### config.mk
export PLATFORM = sky130hd
export DESIGN_NAME = multi_radix_number_parser_flat
export DESIGN_NICKNAME = d
export VERILOG_FILES = /design/src/rtl/core/mrnp_pkg.sv /design/src/rtl/core/mrnp_if.sv /design/src/rtl/core/multi_radix_number_parser.sv /design/src/rtl/core/mrnp_in_stage.sv /design/src/rtl/core/mrnp_step.sv /design/src/flat_wrapper.sv
export VERILOG_INCLUDE_DIRS = /design/src /design/src/rtl/core
export SDC_FILE = /design/constraint.sdc
export NUM_CORES = 1
export LEC_CHECK = 0
export ABC_AREA = 1
export BUFFER_PORTS_ARGS = -buffer_cell sky130_fd_sc_hd__buf_2
export CAP_MARGIN = 25
export CORE_ASPECT_RATIO = 1.5
export CORE_MARGIN = 2
export CORE_UTILIZATION = 63
export CTS_CLUSTER_DIAMETER = 50
export DETAILED_ROUTE_END_ITERATION = 10
export PLACE_DENSITY = 0.92
export SKIP_CTS_REPAIR_TIMING = 1
export SYNTH_ARGS = -nofsm -noshare
export SYNTH_HDL_FRONTEND = slang
export SYNTH_HIERARCHICAL = 1
export SYNTH_SLANG_ARGS = --single-unit
### constraint.sdc
create_clock -name clk -period 4.9 [get_ports clk]
set_input_delay 0.98 -clock clk [delete_from_list [all_inputs] [get_ports clk]]
set_output_delay 0.98 -clock clk [all_outputs]
set_load 0.005 [all_outputs]
### src/rtl/core/multi_radix_number_parser_assert.svh
// Assertion macros for the multi-radix number parser.
`ifndef MULTI_RADIX_NUMBER_PARSER_ASSERT_SVH
`define MULTI_RADIX_NUMBER_PARSER_ASSERT_SVH

// Same-cycle implication, disabled during reset.
`define MRNP_ASSERT_IMP(label, ck, rs, ante, cons, msg) \
  label: assert property (@(posedge ck) disable iff (rs) (ante) |-> (cons)) \
    else $error(msg);

// Next-cycle implication, disabled during reset.
`define MRNP_ASSERT_NXT(label, ck, rs, ante, cons, msg) \
  label: assert property (@(posedge ck) disable iff (rs) (ante) |=> (cons)) \
    else $error(msg);

`endif

### src/rtl/core/mrnp_pkg.sv
// Shared types and constants of the multi-radix number parser.
package mrnp_pkg;

  localparam int DEF_COUNT_WIDTH = 8;

  // Parse phases, one-hot.
  typedef enum logic [6:0] {
    PH_IDLE = 7'b0000001,
    PH_SKIP = 7'b0000010,
    PH_ZERO = 7'b0000100,
    PH_HEX  = 7'b0001000,
    PH_OCT  = 7'b0010000,
    PH_BIN  = 7'b0100000,
    PH_DEC  = 7'b1000000
  } phase_t;

  // Result status codes.
  localparam logic [1:0] ST_FOUND = 2'd0;
  localparam logic [1:0] ST_NONE  = 2'd1;
  localparam logic [1:0] ST_OVF   = 2'd2;

  // Radix kinds.
  localparam logic [2:0] RK_DEC  = 3'd0;
  localparam logic [2:0] RK_HEX  = 3'd1;
  localparam logic [2:0] RK_OCT  = 3'd2;
  localparam logic [2:0] RK_BIN  = 3'd3;
  localparam logic [2:0] RK_ZERO = 3'd4;

  // Characters the parser looks for.
  localparam logic [7:0] CH_BLANK_MAX = 8'd32;
  localparam logic [7:0] CH_0  = 8'h30;
  localparam logic [7:0] CH_1  = 8'h31;
  localparam logic [7:0] CH_7  = 8'h37;
  localparam logic [7:0] CH_9  = 8'h39;
  localparam logic [7:0] CH_UA = 8'h41;
  localparam logic [7:0] CH_UB = 8'h42;
  localparam logic [7:0] CH_UF = 8'h46;
  localparam logic [7:0] CH_UX = 8'h58;
  localparam logic [7:0] CH_LA = 8'h61;
  localparam logic [7:0] CH_LB = 8'h62;
  localparam logic [7:0] CH_LF = 8'h66;
  localparam logic [7:0] CH_LX = 8'h78;

  localparam logic [31:0] DEC_LIMIT  = 32'd429496729;
  localparam logic [31:0] HEX_MASK   = 32'hF000_0000;
  localparam logic [31:0] OCT_MASK   = 32'hE000_0000;
  localparam logic [31:0] BIN_MASK   = 32'h8000_0000;
  localparam logic [31:0] OVF_VALUE  = 32'h00FF_FFFF;

  // One character held in the input register.
  typedef struct packed {
    logic       valid;
    logic [7:0] ch;
    logic       first;
  } stage_t;

  // One parse result.
  typedef struct packed {
    logic [31:0] value;
    logic [1:0]  status;
    logic [2:0]  radix_kind;
    logic [7:0]  consumed;
  } result_t;

endpackage

### src/rtl/core/mrnp_if.sv
// Valid/ready channel interfaces for characters in and results out.
interface mrnp_char_if;
  logic       valid;
  logic       ready;
  logic [7:0] ch;
  logic       first;

  modport source (output valid, output ch, output first, input ready);
  modport sink   (input valid, input ch, input first, output ready);
endinterface

interface mrnp_result_if;
  logic        valid;
  logic        ready;
  logic [31:0] value;
  logic [1:0]  status;
  logic [2:0]  radix_kind;
  logic [7:0]  consumed;

  modport source (output valid, output value, output status, output radix_kind,
                  output consumed, input ready);
  modport sink   (input valid, input value, input status, input radix_kind,
                  input consumed, output ready);
endinterface

### src/rtl/core/multi_radix_number_parser.sv
// Top level of the multi-radix number parser: state and result registers.
//
// The chars channel carries one ASCII character per transfer, with first set
// on the character that starts a new parse. Leading blanks (bytes 1 to 32)
// are skipped, the prefix picks hex, octal, binary, lone zero or decimal, and
// the parse ends at the first character that is not a digit of its radix, or
// at once on overflow. Only that character produces a transfer on the
// results channel: value, status, radix_kind and consumed.
//
// A transferred character sits in the input register; when the step logic
// advances, it updates the parse state and, if the parse ends, loads the
// result register, from which the result is transferred. One character is
// taken every cycle while the receiver does not stall; the only loop is the
// parse state, which the step logic updates.
//
// Reset (rst, synchronous) empties both registers and leaves the parser idle:
// characters without first are dropped until a parse is started. When the
// receiver stalls, the result register holds its item, the input register
// keeps one more character, and chars.ready then falls until results moves.
module multi_radix_number_parser #(
  parameter int COUNT_WIDTH = mrnp_pkg::DEF_COUNT_WIDTH
) (
  input  logic            clk,
  input  logic            rst,
  mrnp_char_if.sink       chars,
  mrnp_result_if.source   results
);

`include "multi_radix_number_parser_assert.svh"

  mrnp_pkg::stage_t       stage;
  logic                   advance;

  mrnp_pkg::phase_t       phase;
  mrnp_pkg::phase_t       phase_next;
  logic [31:0]            acc;
  logic [31:0]            acc_next;
  logic [COUNT_WIDTH-1:0] count;
  logic [COUNT_WIDTH-1:0] count_next;
  logic                   seen;
  logic                   seen_next;
  logic                   step_emit;
  mrnp_pkg::result_t      step_result;
  logic                   step_fire;

  // The step logic moves whenever the result register is free or emptying.
  assign advance   = !results.valid || results.ready;
  assign step_fire = stage.valid && advance;

  mrnp_in_stage u_in_stage (
    .clk     (clk),
    .rst     (rst),
    .chars   (chars),
    .advance (advance),
    .stage   (stage)
  );

  mrnp_step #(
    .COUNT_WIDTH (COUNT_WIDTH)
  ) u_step (
    .stage      (stage),
    .phase      (phase),
    .acc        (acc),
    .count      (count),
    .seen       (seen),
    .phase_next (phase_next),
    .acc_next   (acc_next),
    .count_next (count_next),
    .seen_next  (seen_next),
    .emit       (step_emit),
    .result     (step_result)
  );

  // Parse state.
  always_ff @(posedge clk) begin
    if (rst) begin
      phase <= mrnp_pkg::PH_IDLE;
      acc   <= 32'd0;
      count <= '0;
      seen  <= 1'b0;
    end else if (step_fire) begin
      phase <= phase_next;
      acc   <= acc_next;
      count <= count_next;
      seen  <= seen_next;
    end
  end

  // Result register.
  always_ff @(posedge clk) begin
    if (rst) begin
      results.valid <= 1'b0;
    end else if (advance) begin
      results.valid <= step_fire && step_emit;
    end
    if (step_fire && step_emit) begin
      results.value      <= step_result.value;
      results.status     <= step_result.status;
      results.radix_kind <= step_result.radix_kind;
      results.consumed   <= step_result.consumed;
    end
  end

  // Every ended parse leaves the parser idle.
  `MRNP_ASSERT_NXT(a_idle_after_result, clk, rst, step_fire && step_emit,
                   phase == mrnp_pkg::PH_IDLE, "parser not idle after a result")

  // An overflow result carries the fixed overflow value and no count.
  `MRNP_ASSERT_IMP(a_ovf_result, clk, rst,
                   results.valid && results.status == mrnp_pkg::ST_OVF,
                   results.value == mrnp_pkg::OVF_VALUE && results.consumed == 8'd0,
                   "overflow result with wrong value or count")

  // A failed parse reports no consumed characters.
  `MRNP_ASSERT_IMP(a_none_result, clk, rst,
                   results.valid && results.status == mrnp_pkg::ST_NONE,
                   results.value == 32'd0 && results.consumed == 8'd0,
                   "no-number result with nonzero value or count")

  // Input stalls only when both registers are full and the receiver waits.
  `MRNP_ASSERT_IMP(a_stall_cause, clk, rst, !chars.ready,
                   stage.valid && results.valid && !results.ready,
                   "input stalled without a full pipeline")

endmodule

### src/rtl/core/mrnp_in_stage.sv
// Input register stage of the multi-radix number parser.
module mrnp_in_stage (
  input  logic                clk,
  input  logic                rst,
  mrnp_char_if.sink           chars,
  input  logic                advance,
  output mrnp_pkg::stage_t    stage
);

  // The held character leaves whenever the step logic advances.
  assign chars.ready = !stage.valid || advance;

  always_ff @(posedge clk) begin
    if (rst) begin
      stage.valid <= 1'b0;
    end else if (chars.ready) begin
      stage.valid <= chars.valid;
    end
    if (chars.ready && chars.valid) begin
      stage.ch    <= chars.ch;
      stage.first <= chars.first;
    end
  end

endmodule

### src/rtl/core/mrnp_step.sv
// Per-character step logic: next parse state and the result of one character.
module mrnp_step #(
  parameter int COUNT_WIDTH = mrnp_pkg::DEF_COUNT_WIDTH
) (
  input  mrnp_pkg::stage_t        stage,
  input  mrnp_pkg::phase_t        phase,
  input  logic [31:0]             acc,
  input  logic [COUNT_WIDTH-1:0]  count,
  input  logic                    seen,
  output mrnp_pkg::phase_t        phase_next,
  output logic [31:0]             acc_next,
  output logic [COUNT_WIDTH-1:0]  count_next,
  output logic                    seen_next,
  output logic                    emit,
  output mrnp_pkg::result_t       result
);

  localparam int EXT_W = (COUNT_WIDTH > 8) ? COUNT_WIDTH : 8;

  mrnp_pkg::phase_t       cur_ph;
  mrnp_pkg::phase_t       dig_ph;
  logic [31:0]            cur_acc;
  logic [COUNT_WIDTH-1:0] cur_cnt;
  logic [COUNT_WIDTH-1:0] cnt_bump;
  logic [EXT_W-1:0]       cnt_ext;
  logic [7:0]             cnt_sat;
  logic                   cur_seen;
  logic [7:0]             ch;
  logic [3:0]             d;
  logic                   ok;
  logic                   ovf;
  logic [31:0]            acc_step;
  logic [2:0]             kind;
  logic                   dig_emit;
  mrnp_pkg::result_t      dig_res;

  assign ch = stage.ch;

  // A first character restarts from a clean skip phase.
  assign cur_ph   = stage.first ? mrnp_pkg::PH_SKIP : phase;
  assign cur_acc  = stage.first ? 32'd0 : acc;
  assign cur_cnt  = stage.first ? '0 : count;
  assign cur_seen = stage.first ? 1'b0 : seen;

  assign cnt_bump = (&cur_cnt) ? cur_cnt : cur_cnt + 1'b1;
  assign cnt_ext  = EXT_W'(cur_cnt);
  assign cnt_sat  = (cnt_ext > EXT_W'(255)) ? 8'hFF : cnt_ext[7:0];

  // Radix used for a digit step: a decimal start from skip, octal from zero.
  always_comb begin
    case (cur_ph)
      mrnp_pkg::PH_SKIP: dig_ph = mrnp_pkg::PH_DEC;
      mrnp_pkg::PH_ZERO: dig_ph = mrnp_pkg::PH_OCT;
      default:           dig_ph = cur_ph;
    endcase
  end

  always_comb begin
    d        = 4'd0;
    ok       = 1'b0;
    ovf      = 1'b0;
    acc_step = cur_acc;
    kind     = mrnp_pkg::RK_DEC;
    case (dig_ph)
      mrnp_pkg::PH_HEX: begin
        kind = mrnp_pkg::RK_HEX;
        if (ch >= mrnp_pkg::CH_0 && ch <= mrnp_pkg::CH_9) begin
          d  = 4'(ch - mrnp_pkg::CH_0);
          ok = 1'b1;
        end else if (ch >= mrnp_pkg::CH_UA && ch <= mrnp_pkg::CH_UF) begin
          d  = 4'(ch - mrnp_pkg::CH_UA + 8'd10);
          ok = 1'b1;
        end else if (ch >= mrnp_pkg::CH_LA && ch <= mrnp_pkg::CH_LF) begin
          d  = 4'(ch - mrnp_pkg::CH_LA + 8'd10);
          ok = 1'b1;
        end
        ovf      = (cur_acc & mrnp_pkg::HEX_MASK) != 32'd0;
        acc_step = {cur_acc[27:0], d};
      end
      mrnp_pkg::PH_OCT: begin
        kind = mrnp_pkg::RK_OCT;
        if (ch >= mrnp_pkg::CH_0 && ch <= mrnp_pkg::CH_7) begin
          d  = 4'(ch - mrnp_pkg::CH_0);
          ok = 1'b1;
        end
        ovf      = (cur_acc & mrnp_pkg::OCT_MASK) != 32'd0;
        acc_step = {cur_acc[28:0], d[2:0]};
      end
      mrnp_pkg::PH_BIN: begin
        kind = mrnp_pkg::RK_BIN;
        if (ch == mrnp_pkg::CH_0 || ch == mrnp_pkg::CH_1) begin
          d  = 4'(ch - mrnp_pkg::CH_0);
          ok = 1'b1;
        end
        ovf      = (cur_acc & mrnp_pkg::BIN_MASK) != 32'd0;
        acc_step = {cur_acc[30:0], d[0]};
      end
      default: begin
        if (ch >= mrnp_pkg::CH_0 && ch <= mrnp_pkg::CH_9) begin
          d  = 4'(ch - mrnp_pkg::CH_0);
          ok = 1'b1;
        end
        ovf = (cur_acc > mrnp_pkg::DEC_LIMIT) ||
              (cur_acc == mrnp_pkg::DEC_LIMIT && d > 4'd5);
        acc_step = (cur_acc << 3) + (cur_acc << 1) + 32'(d);
      end
    endcase
  end

  // Outcome of a digit step: a terminator or an overflow ends the parse.
  always_comb begin
    dig_emit = 1'b1;
    if (!ok) begin
      if (cur_seen) begin
        dig_res = '{value: cur_acc, status: mrnp_pkg::ST_FOUND, radix_kind: kind,
                    consumed: cnt_sat};
      end else begin
        dig_res = '{value: 32'd0, status: mrnp_pkg::ST_NONE, radix_kind: kind,
                    consumed: 8'd0};
      end
    end else if (ovf) begin
      dig_res = '{value: mrnp_pkg::OVF_VALUE, status: mrnp_pkg::ST_OVF,
                  radix_kind: kind, consumed: 8'd0};
    end else begin
      dig_emit = 1'b0;
      dig_res  = '{value: cur_acc, status: mrnp_pkg::ST_FOUND, radix_kind: kind,
                   consumed: cnt_sat};
    end
  end

  always_comb begin
    phase_next = cur_ph;
    acc_next   = cur_acc;
    count_next = cur_cnt;
    seen_next  = cur_seen;
    emit       = 1'b0;
    result     = dig_res;
    case (cur_ph)
      mrnp_pkg::PH_IDLE: begin
        phase_next = mrnp_pkg::PH_IDLE;
      end
      mrnp_pkg::PH_SKIP: begin
        if (ch >= 8'd1 && ch <= mrnp_pkg::CH_BLANK_MAX) begin
          count_next = cnt_bump;
        end else if (ch == mrnp_pkg::CH_0) begin
          phase_next = mrnp_pkg::PH_ZERO;
          count_next = cnt_bump;
        end else if (ch == mrnp_pkg::CH_LB || ch == mrnp_pkg::CH_UB) begin
          phase_next = mrnp_pkg::PH_BIN;
          seen_next  = 1'b0;
          count_next = cnt_bump;
        end else begin
          emit = dig_emit;
          if (dig_emit) begin
            phase_next = mrnp_pkg::PH_IDLE;
          end else begin
            phase_next = mrnp_pkg::PH_DEC;
            acc_next   = acc_step;
            seen_next  = 1'b1;
            count_next = cnt_bump;
          end
        end
      end
      mrnp_pkg::PH_ZERO: begin
        if (ch == mrnp_pkg::CH_LX || ch == mrnp_pkg::CH_UX) begin
          phase_next = mrnp_pkg::PH_HEX;
          seen_next  = 1'b0;
          count_next = cnt_bump;
        end else if (ok) begin
          // An octal digit can never overflow a zero accumulator.
          phase_next = mrnp_pkg::PH_OCT;
          acc_next   = acc_step;
          seen_next  = 1'b1;
          count_next = cnt_bump;
        end else begin
          emit       = 1'b1;
          phase_next = mrnp_pkg::PH_IDLE;
          result     = '{value: 32'd0, status: mrnp_pkg::ST_FOUND,
                         radix_kind: mrnp_pkg::RK_ZERO, consumed: cnt_sat};
        end
      end
      mrnp_pkg::PH_HEX, mrnp_pkg::PH_OCT, mrnp_pkg::PH_BIN, mrnp_pkg::PH_DEC: begin
        emit = dig_emit;
        if (dig_emit) begin
          phase_next = mrnp_pkg::PH_IDLE;
        end else begin
          acc_next   = acc_step;
          seen_next  = 1'b1;
          count_next = cnt_bump;
        end
      end
      default: begin
        phase_next = mrnp_pkg::PH_IDLE;
      end
    endcase
  end

endmodule
### src/flat_wrapper.sv
// flat-port wrapper written by rule: the top's interface ports become plain ports
module multi_radix_number_parser_flat 
#(
  parameter int COUNT_WIDTH = mrnp_pkg::DEF_COUNT_WIDTH
)
  (clk, rst, chars_valid, chars_ch, chars_first, chars_ready, results_valid, results_value, results_status, results_radix_kind, results_consumed, results_ready);
  mrnp_char_if chars_i ();
  mrnp_result_if results_i ();
  input  logic clk;
  input  logic rst;
  input wire logic [$bits(chars_i.valid)-1:0] chars_valid;
  input wire logic [$bits(chars_i.ch)-1:0] chars_ch;
  input wire logic [$bits(chars_i.first)-1:0] chars_first;
  output wire logic [$bits(chars_i.ready)-1:0] chars_ready;
  output wire logic [$bits(results_i.valid)-1:0] results_valid;
  output wire logic [$bits(results_i.value)-1:0] results_value;
  output wire logic [$bits(results_i.status)-1:0] results_status;
  output wire logic [$bits(results_i.radix_kind)-1:0] results_radix_kind;
  output wire logic [$bits(results_i.consumed)-1:0] results_consumed;
  input wire logic [$bits(results_i.ready)-1:0] results_ready;
  assign chars_i.valid = chars_valid;
  assign chars_i.ch = chars_ch;
  assign chars_i.first = chars_first;
  assign chars_ready = chars_i.ready;
  assign results_valid = results_i.valid;
  assign results_value = results_i.value;
  assign results_status = results_i.status;
  assign results_radix_kind = results_i.radix_kind;
  assign results_consumed = results_i.consumed;
  assign results_i.ready = results_ready;
  multi_radix_number_parser #(.COUNT_WIDTH(COUNT_WIDTH)) u_core (.clk(clk), .rst(rst), .chars(chars_i), .results(results_i));
endmodule
==> Word-level counts from Yosys, hierarchy flattened <==
Cells that the tools add are included.
Widths: inputs -> output; s select.
{ "totals": {"output_inout_bits": 47, "input_bits": 13, "regBits": 104} }
{ "op_classes": {"n_addsub": 8, "magnitude_cmp": 12, "reduce_logical": 22, "muxes": 67, "n_eq_ne": 16} }
{ "op_table": {"columns": ["cell", "n"], "rows": [
  ["$mux 45", 6],
  ["$mux 32", 7],
  ["$pmux 32 s3", 2],
  ["$mux 8", 9],
  ["$reduce_bool 32->1", 2],
  ["$mux 7", 6],
  ["$add 32x32->32", 1],
  ["$add 32x4->32", 1],
  ["$eq 32x29->1 const B", 1],
  ["$eq 8x7->1 const B", 4],
  ["$gt 32x29->1 const B", 1],
  ["$le 8x6->1 const B", 3],
  ["$pmux 8 s3", 1],
  ["$mux 1", 21],
  ["$pmux 7 s3", 1],
  ["$mux 4", 5],
  ["$eq 8x6->1 const B", 2],
  ["$ge 8x7->1 const B", 2],
  ["$le 8x7->1 const B", 2],
  ["$eq 7x4->1 const B", 2],
  ["$eq 7x5->1 const B", 2],
  ["$eq 7x6->1 const B", 2],
  ["$pmux 7 s2", 1],
  ["$pmux 1 s3", 4],
  ["other kinds (19)", 37]
]} }

==> Depth between registers and ports, before layout <==
Gate-level depths: netlist of run 1.
{ "depth": {"word_depth": 17, "mapped_depth": 28} }

==> Modules after synthesis <==
The synthesis of run 1 kept the hierarchy.
{ "by_module_without_submodules": {"columns": ["mod", "cells_per_inst", "area_each_um2", "instances", "seq_area_each_um2"], "rows": [
  ["mrnp_step", 1071, 5525.3, 1, 0.0],
  ["multi_radix_number_parser", 368, 3652.3, 1, 2332.2],
  ["mrnp_in_stage", 15, 317.8, 1, 290.3]
]} }

==> Least setup slack after synthesis of run 1 <==
No wires, ideal clock.
{ "synth_path": {"kind": "reg-to-reg", "from": "reg, netlist name u_core/u_in_stage/stage[1]", "to": "reg u_core.results.consumed[0], enable pin", "arrival_time_ns": 3.837, "stages_incl_launch_ff": 16, "slack_ns": 0.616, "required_time_ns": 4.453, "path_buffers": 0, "setup_time_ns": 0.447, "cell_sequence": "edfxtp_1 > inv_1 > ha_1 > o21ai_0 > a21oi_2 > inv_1 > nand2_1 > nand2_1 > nand2_2 > nor2_1 > nor2_1 > nand2_2 > nand2_1 > nand2_1 > inv_1 > nor2_1"} }
{ "synth_between": {"elab_chain_len": 15, "elab_cells_between_ends": 46, "cone_classes": "add/sub (1); order compare (10); eq/ne (6); mux (18); reduce/logical (11)"} }
{ "synth_lines": {"columns": ["element", "line_no", "text"], "rows": [
  ["$ge 8x6->1 or $le 8x6->1 (tied branches)", "mrnp_step.sv:67, mrnp_step.sv:82, mrnp_step.sv:99", null],
  ["$logic_and 1x1->1", "mrnp_step.sv:67, mrnp_step.sv:99", null],
  ["$mux 4", "mrnp_step.sv:99", "if (ch >= mrnp_pkg::CH_0 && ch <= mrnp_pkg::CH_9) begin"],
  ["$mux 4", "mrnp_step.sv:64", "case (dig_ph)"],
  ["$gt 4x3->1", "mrnp_step.sv:104", "(cur_acc == mrnp_pkg::DEC_LIMIT && d > 4'd5);"],
  ["$logic_and 1x1->1", "mrnp_step.sv:104", null],
  ["$logic_or 1x1->1", "mrnp_step.sv:103", "ovf = (cur_acc > mrnp_pkg::DEC_LIMIT) ||"],
  ["$pmux 1 s3", "mrnp_step.sv:64", null],
  ["$mux 1", "mrnp_step.sv:121", "end else if (ovf) begin"],
  ["$mux 1", "mrnp_step.sv:113", "if (!ok) begin"],
  ["$mux 1", "mrnp_step.sv:148", "end else if (ch == mrnp_pkg::CH_LB || ch == mrnp_pkg::CH_UB) begin"],
  ["$mux 1", "mrnp_step.sv:145", "end else if (ch == mrnp_pkg::CH_0) begin"],
  ["$mux 1", "mrnp_step.sv:143", "if (ch >= 8'd1 && ch <= mrnp_pkg::CH_BLANK_MAX) begin"],
  ["$pmux 1 s3 (*)", "mrnp_step.sv:138", "case (cur_ph)"],
  ["net u_core.step_emit", "multi_radix_number_parser.sv:42", "logic step_emit;"],
  ["$logic_and 1x1->1 (*)", "multi_radix_number_parser.sv:96", "if (step_fire && step_emit) begin"],
  ["to (decl)", "mrnp_if.sv:21", "output consumed, input ready);"]
]} }
The timed path passes the listed nets; every way through them passes the cells marked *. The select of a mux whose other input is x is not followed.
A chain may end at the register's enable or synchronous reset.

==> Worst setup path in the final report of run 1 <==
{ "layout_path": {"from": "reg, netlist name u_core/u_in_stage/stage[1]", "to": "reg u_core.acc[24]"} }
{ "layout_between": {"elab_chain_len": 15, "elab_cells_between_ends": 48, "cone_classes": "add/sub (2); order compare (10); eq/ne (6); mux (20); reduce/logical (10)"} }
{ "layout_lines": {"columns": ["element", "line_no", "text"], "rows": [
  ["branches (longest 14 deep; another with $add 32x4->32)", null, null],
  ["$pmux 32 s3 (*)", "mrnp_step.sv:138", null],
  ["net u_core.acc_next[24]", "multi_radix_number_parser.sv:37", "logic [31:0] acc_next;"],
  ["to (signal assigned)", "multi_radix_number_parser.sv:83", "acc <= acc_next;"],
  ["to (decl)", "multi_radix_number_parser.sv:36", "logic [31:0] acc;"]
]} }
Mark *: on every way through the listed nets, which the timed path passes. The select of a mux whose other input is x is not followed.

==> metrics.yaml, run 1 <==
outcome: "completed"
gr-total-overflow: 0
ys_top_cells_by_count: "nand2_1 (316), inv_1 (200), nor2_1 (190), nand3_1 (105), a21oi_1 (95)"
io_buffers: 59
setup_violations: 0
required_ns: 5.20
yosys_warnings: 6
cts_made_buffers: 9
path_class: "register to register"
drt_iter0_drc: 905
ys_types: 52
endpoint_kind: "register"
relSlewSlack: 0.435
cpMostUsedCell: "nand2_1"
period_share: 0.876
syn-num-nets: 1533
fmax_mhz: 233
synth_edf_count: 54
worstPathMaxFanout: 6
synth_ff_type: "edfxtp_1"
ant_nets: 0
crit_buf_inv: 3
die_x_um: 104
hold_viol: 0
wl_mm: 26.3
avgSynthCellArea_um2: 6.53
h-tree-depth: 3
crit_path_top_delay_cell: "edfxtp_1"
area_growth_pct: 6.75
dieHeight_um: 154
diodes: 0
rr_startpoint: "u_core/u_in_stage/stage[1]"
drive_gt1_frac: 0.122
antenna_found_initial: 0
irDropWorstVdd_v: 0.000151
wl_per_cell_um: 15.6
gp_congestion: 0.964
cts_buffer_depth: 2
p_per_area_mw_per_mm2: 218
final_core_util: 0.679
cts_tree: "yes"
ys_seq_area_frac: 0.276
yosysTopAreaCell: "edfxtp_1"
path_delay_family: "simple AND/OR/NAND/NOR gates"
cts_num_sinks: 104
hold_slack_ns: 0.484
drc_errors: 0
grt_pass1_vias: 9485
via_per_inst: 5.89
maxCapViolCount: 0
total_power_w: 0.00221
track_usage: 0.326
hold_start: "u_core/count[3]"
skew_ns: 0.00908
holdCritPathClass: "register to register"
worstSkewPairLatency_ns: 0.36
nets: 1561
firstDrtPassIters: 6
io_pins: 60
critPathArrivalTime_ns: 4.60
drv_slew: 0
start_util: 0.636
synth_area_mm2: 0.00950
yosysMostFrequentCell: "nand2_1"
dpl.hpwl_mm: 19.1
via_count: 9936
grt_setup_unrepaired: "false"
rows: 55
dieArea_mm2: 0.0161
worst_slew_pin_slew_ns: 0.842
synth_top_area_share: 0.171
clk_pin_slew_ns: 0.08
worst_setup_path_start_kind: "register"
synthCells: 1454
dp.cells: 1670
final_cells: 1686
core-area_mm2: 0.0149
critical-path-max-stage-delay_ns: 0.49
power_leakage_nw: 4.87
ys_ff_latch: 104
cts-root-buf: "clkbuf_16"
synthArstFlopShare: 0
synthTopCellsByArea: "edfxtp_1 (17%), nand2_1 (12%), dfxtp_1 (11%)"
grt_pass1_wl_mm: 42.8
fin_tns_setup_ns: 0
grt_max_degree: 59
period_needed_ns: 4.29
setup.worst_path.start: "u_core/u_in_stage/stage[1]"
layer usage:
metal  track usage  routed length, µm
met3        0.0548               1910
met4         0.252               1980
met5             0                  0
met1         0.340               9440
met2         0.580              12900
cell usage in the layout, fill, tap and decap left out, types with 16 or more instances in the layout:
cell type    n
inv_2       30
ha_1        65
nor2_1     188
o21ai_1     33
edfxtp_1    54
inv_1      200
buf_2       59
a21oi_2     21
nor3_1      27
a21oi_1     95
nand2_1    316
o21ai_0     70
nand3_1    105
o221ai_1    16
dfxtp_1     49
registers in the layout (all words and copies together), names as in the netlist:
signal                     flops
u_core/acc                    32
u_core/count                   8
u_core/phase                   7
u_core/results.consumed        8
u_core/results.radix_kind      3
u_core/results.status          2
u_core/results.valid           1
u_core/results.value          32
u_core/seen                    1
u_core/u_in_stage/stage       10
worst min-delay path: stages, from the launching register on:
cell     delay, ns
dfxtp_1       0.33
a21oi_1       0.04
nor2_1        0.08
layout make-up:
type | instances | area (µm²)
Clock buffer | 9 | 225
Clock inverter | 7 | 87.6
Fill cell | 1345 | 4800
Inverter | 234 | 881
Multi-Input combinational cell | 1062 | 5670
Sequential cell | 104 | 2630
Tap cell | 199 | 249
Timing Repair Buffer | 71 | 398
report_power, final:
| part | switching, W | leakage, nW | internal (W) | total (W) |
|---|---|---|---|---|
| clock | 0.000367 | 0.148 | 0.000408 | 0.000776 |
| combinational | 0.000305 | 3.74 | 0.000144 | 0.000448 |
| sequential | 0.0000343 | 0.981 | 0.000952 | 0.000987 |
| total | 0.000706 | 4.87 | 0.00150 | 0.00221 |
per-stage QoR:
stage	cell area, µm²	worst slack [ns]
6_report	10100	0.608
5_1_grt	10100	0.241
4_1_cts	10100	0.708
3_5_place_dp	9820	0.752
3_3_place_gp	9800	0.940
2_1_floorplan	9500	0.616
worst paths after layout:
path	endpoint	slack, ns	depth (start not counted)
worst min-delay path	u_core/count[3]	0.48	2
worst max register to register	u_core/acc[24]	0.61	28
worst min register to register	u_core/count[3]	0.48	2
worst max-delay path	u_core/acc[24]	0.61	28
cell families (layout without fill, tap and decap cells):
| group | count (synthesis) | in the layout | share of synthesized area |
|---|---|---|---|
| AOI/OAI and AO/OA | 297 | 297 | 0.189 |
| and+or+nand+nor | 685 | 685 | 0.306 |
| DFF | 104 | 104 | 0.276 |
| buffers and inverters | 288 | 321 | 0.128 |
| adders and majority gates | 66 | 66 | 0.0878 |
| xor gates and xnor gates | 14 | 14 | 0.0129 |
Power figures use the tool's default switching activity.
==> run 2, diff against run 1 <==
--- a/config.mk
+++ b/config.mk
@@ -11,10 +11,11 @@
 export CAP_MARGIN = 25
 export CORE_ASPECT_RATIO = 1.5
 export CORE_MARGIN = 2
-export CORE_UTILIZATION = 63
+export CORE_UTILIZATION = 64
+export CTS_BUF_LIST = sky130_fd_sc_hd__clkbuf_2
 export CTS_CLUSTER_DIAMETER = 50
 export DETAILED_ROUTE_END_ITERATION = 10
-export PLACE_DENSITY = 0.92
+export PLACE_DENSITY = 0.93
 export SKIP_CTS_REPAIR_TIMING = 1
 export SYNTH_ARGS = -nofsm -noshare
 export SYNTH_HDL_FRONTEND = slang
==> metrics.yaml, run 2 (synthesized netlist as in run 1, its figures left out) <==
holdCritPathClass: "primary input to register"
core-area_mm2: 0.0145  # -2.7%
rr_worst_depth: 26  # -7.1%
period_share: 0.861  # -0.0146
via_per_inst: 5.85  # -0.72%
worst_slew_pin_slew_ns: 0.938  # +0.0955 ns
track_usage: 0.333  # +0.00736
wl_mm: 26.1  # -0.62%
outcome: "completed"
grt_max_degree: 85  # +44%
grt_pass1_vias: 9309  # -1.9%
drv_slew: 0  # unchanged
intPower_w: 0.00123  # -18%
drc_errors: 0  # unchanged
worstSkewPairLatency_ns: 0.64  # +0.28 ns
p_seq_frac: 0.520  # +0.074
grt_setup_unrepaired: "false"
setup.worst_path.start: "u_core/u_in_stage/stage[1]"
maxCapViolCount: 0  # unchanged
rows: 54  # -1.8%
dieHeight_um: 153  # -0.76%
fin_tns_setup_ns: 0  # unchanged
area_growth_pct: 4.78
final_core_util: 0.685  # +0.00617
io_buffers: 59  # unchanged
layout_commonest_cell: "nand2_1"
hold_viol: 0  # unchanged
cts-root-buf: "clkbuf_2"
gr-total-overflow: 0  # unchanged
irDropWorstVdd_v: 0.000168  # +11%
period_needed_ns: 4.22  # -0.0713 ns
drive_gt1_frac: 0.123  # +0.000590
endpoint_kind: "register"
total_power_w: 0.00190  # -14%
firstDrtPassIters: 6  # unchanged
p_per_area_mw_per_mm2: 191  # -12%
power.clock.fraction: 0.244  # -0.107
io_pins: 60  # unchanged
cts_made_buffers: 9  # unchanged
power_leakage_nw: 4.80  # -1.5%
gp_congestion: 1.01  # +4.4%
cts_tree: "yes"
setup_violations: 0  # unchanged
critPathArrivalTime_ns: 4.80  # +0.20 ns
nets: 1562  # +0.064%
mostFrequentLayoutCells: "nand2_1 (316), inv_1 (200), nor2_1 (188)"
wl_per_cell_um: 15.5  # -0.56%
cts_buffer_depth: 2  # unchanged
rr_startpoint: "u_core/u_in_stage/stage[1]"
p_sw_w: 0.000675  # -4.4%
ant_nets: 0  # unchanged
dieArea_mm2: 0.0158  # -1.5%
skew_ns: 0.0384  # +0.0293 ns
power_frac_comb: 0.236  # +0.033
h-tree-depth: 3  # unchanged
netSwitchingFraction: 0.354  # +0.0350
die_x_um: 103  # -0.75%
required_ns: 5.48  # +0.28 ns
r2r_end: "u_core/acc[28]"
grt_pass1_wl_mm: 42.4  # -0.92%
path_class: "register to register"
start_util: 0.654  # +0.0178
clk_pin_slew_ns: 0.30  # +0.22 ns
final_cells: 1685  # -0.059%
relSlewSlack: 0.375  # -0.0602
r2r_setup_slack_ns: 0.68  # +0.07 ns
crit_end: "u_core/acc[28]"
via_count: 9859  # -0.77%
reg_top3: "u_core/acc (32), u_core/results.value (32), u_core/u_in_stage/stage (10)"
dp.cells: 1668  # -0.12%
worstPathMaxFanout: 6  # unchanged
antenna_found_initial: 1  # +1
cts_num_sinks: 104  # unchanged
drt_iter0_drc: 941  # +4.0%
worst_setup_path_start_kind: "register"
dpl.hpwl_mm: 19.0  # -0.53%
fmax_mhz: 237  # +1.7%
run 2: cell type report:
| type | instances | area, µm² |
|---|---|---|
| flip-flops and latches | 104 | 2630 |
| multi-input cells | 1062 | 5670 |
| fillers | 1292 | 4580 |
| clock buffers | 9 | 45.0 |
| repair buffers | 72 | 393 |
| well taps | 196 | 245 |
| inverters | 234 | 881 |
| clock inverters | 7 | 87.6 |
| diodes | 1 | 2.50 |
run 2: how the worst min path moves through the flow:
stage,startpoint,endpoint,cells after the start
final,rst,u_core/u_in_stage/stage[9],2
after global routing,rst,u_core/u_in_stage/stage[9],2
after CTS,rst,u_core/u_in_stage/stage[9],2
after detailed placement,u_core/count[1],u_core/count[1],2
after global placement,u_core/acc[3],u_core/acc[3],2
after floorplan,u_core/phase[0],u_core/phase[0],2
run 2: through the flow:
step | hold WS [ns] | setup slack (ns) | area (µm²)
6_report | 0.467 | 0.679 | 9950
5_1_grt | 0.393 | 0.283 | 9950
4_1_cts | 0.433 | 0.731 | 9950
3_5_place_dp | 0.467 | 0.820 | 9810
3_3_place_gp | 0.460 | 0.925 | 9810
2_1_floorplan | 0.451 | 0.616 | 9500
run 2: critical path, cell delays in order (launching register included):
cell	delay [ns]
edfxtp_1	0.55
inv_1	0.20
ha_1	0.21
o21ai_0	0.11
a21oi_2	0.26
inv_1	0.15
nor2_1	0.15
ha_1	0.25
ha_1	0.23
fa_1	0.40
nand3_1	0.13
nand2_1	0.08
nand2_1	0.07
nand3_1	0.15
nand2_1	0.13
nand2_1	0.10
nand2_1	0.10
nand3_1	0.11
a21oi_1	0.13
o21ai_0	0.10
nand2_1	0.09
nand2_1	0.05
o21ai_1	0.12
inv_1	0.07
nand3_1	0.08
nand2_1	0.06
nor2_1	0.09
run 2: power groups by stage:
stage	clock [W]	combinational, W	sequential [W]
6_report	0.000465	0.000449	0.000990
5_1_grt	0.000516	0.000501	0.000997
4_1_cts	0.000470	0.000440	0.000990
3_5_place_dp	0	0.000438	0.00101
3_3_place_gp	0	0.000428	0.00100
2_1_floorplan	0	0.000353	0.000995
run 2: layer usage:
layer / part of all wire / vias to the layer above / global-route usage
li1: - / 4825 / -
met1: 0.36 / 4400 / 0.371
met2: 0.50 / 491 / 0.572
met3: 0.076 / 143 / 0.0553
met4: 0.063 / 0 / 0.210
met5: 0 / - / 0
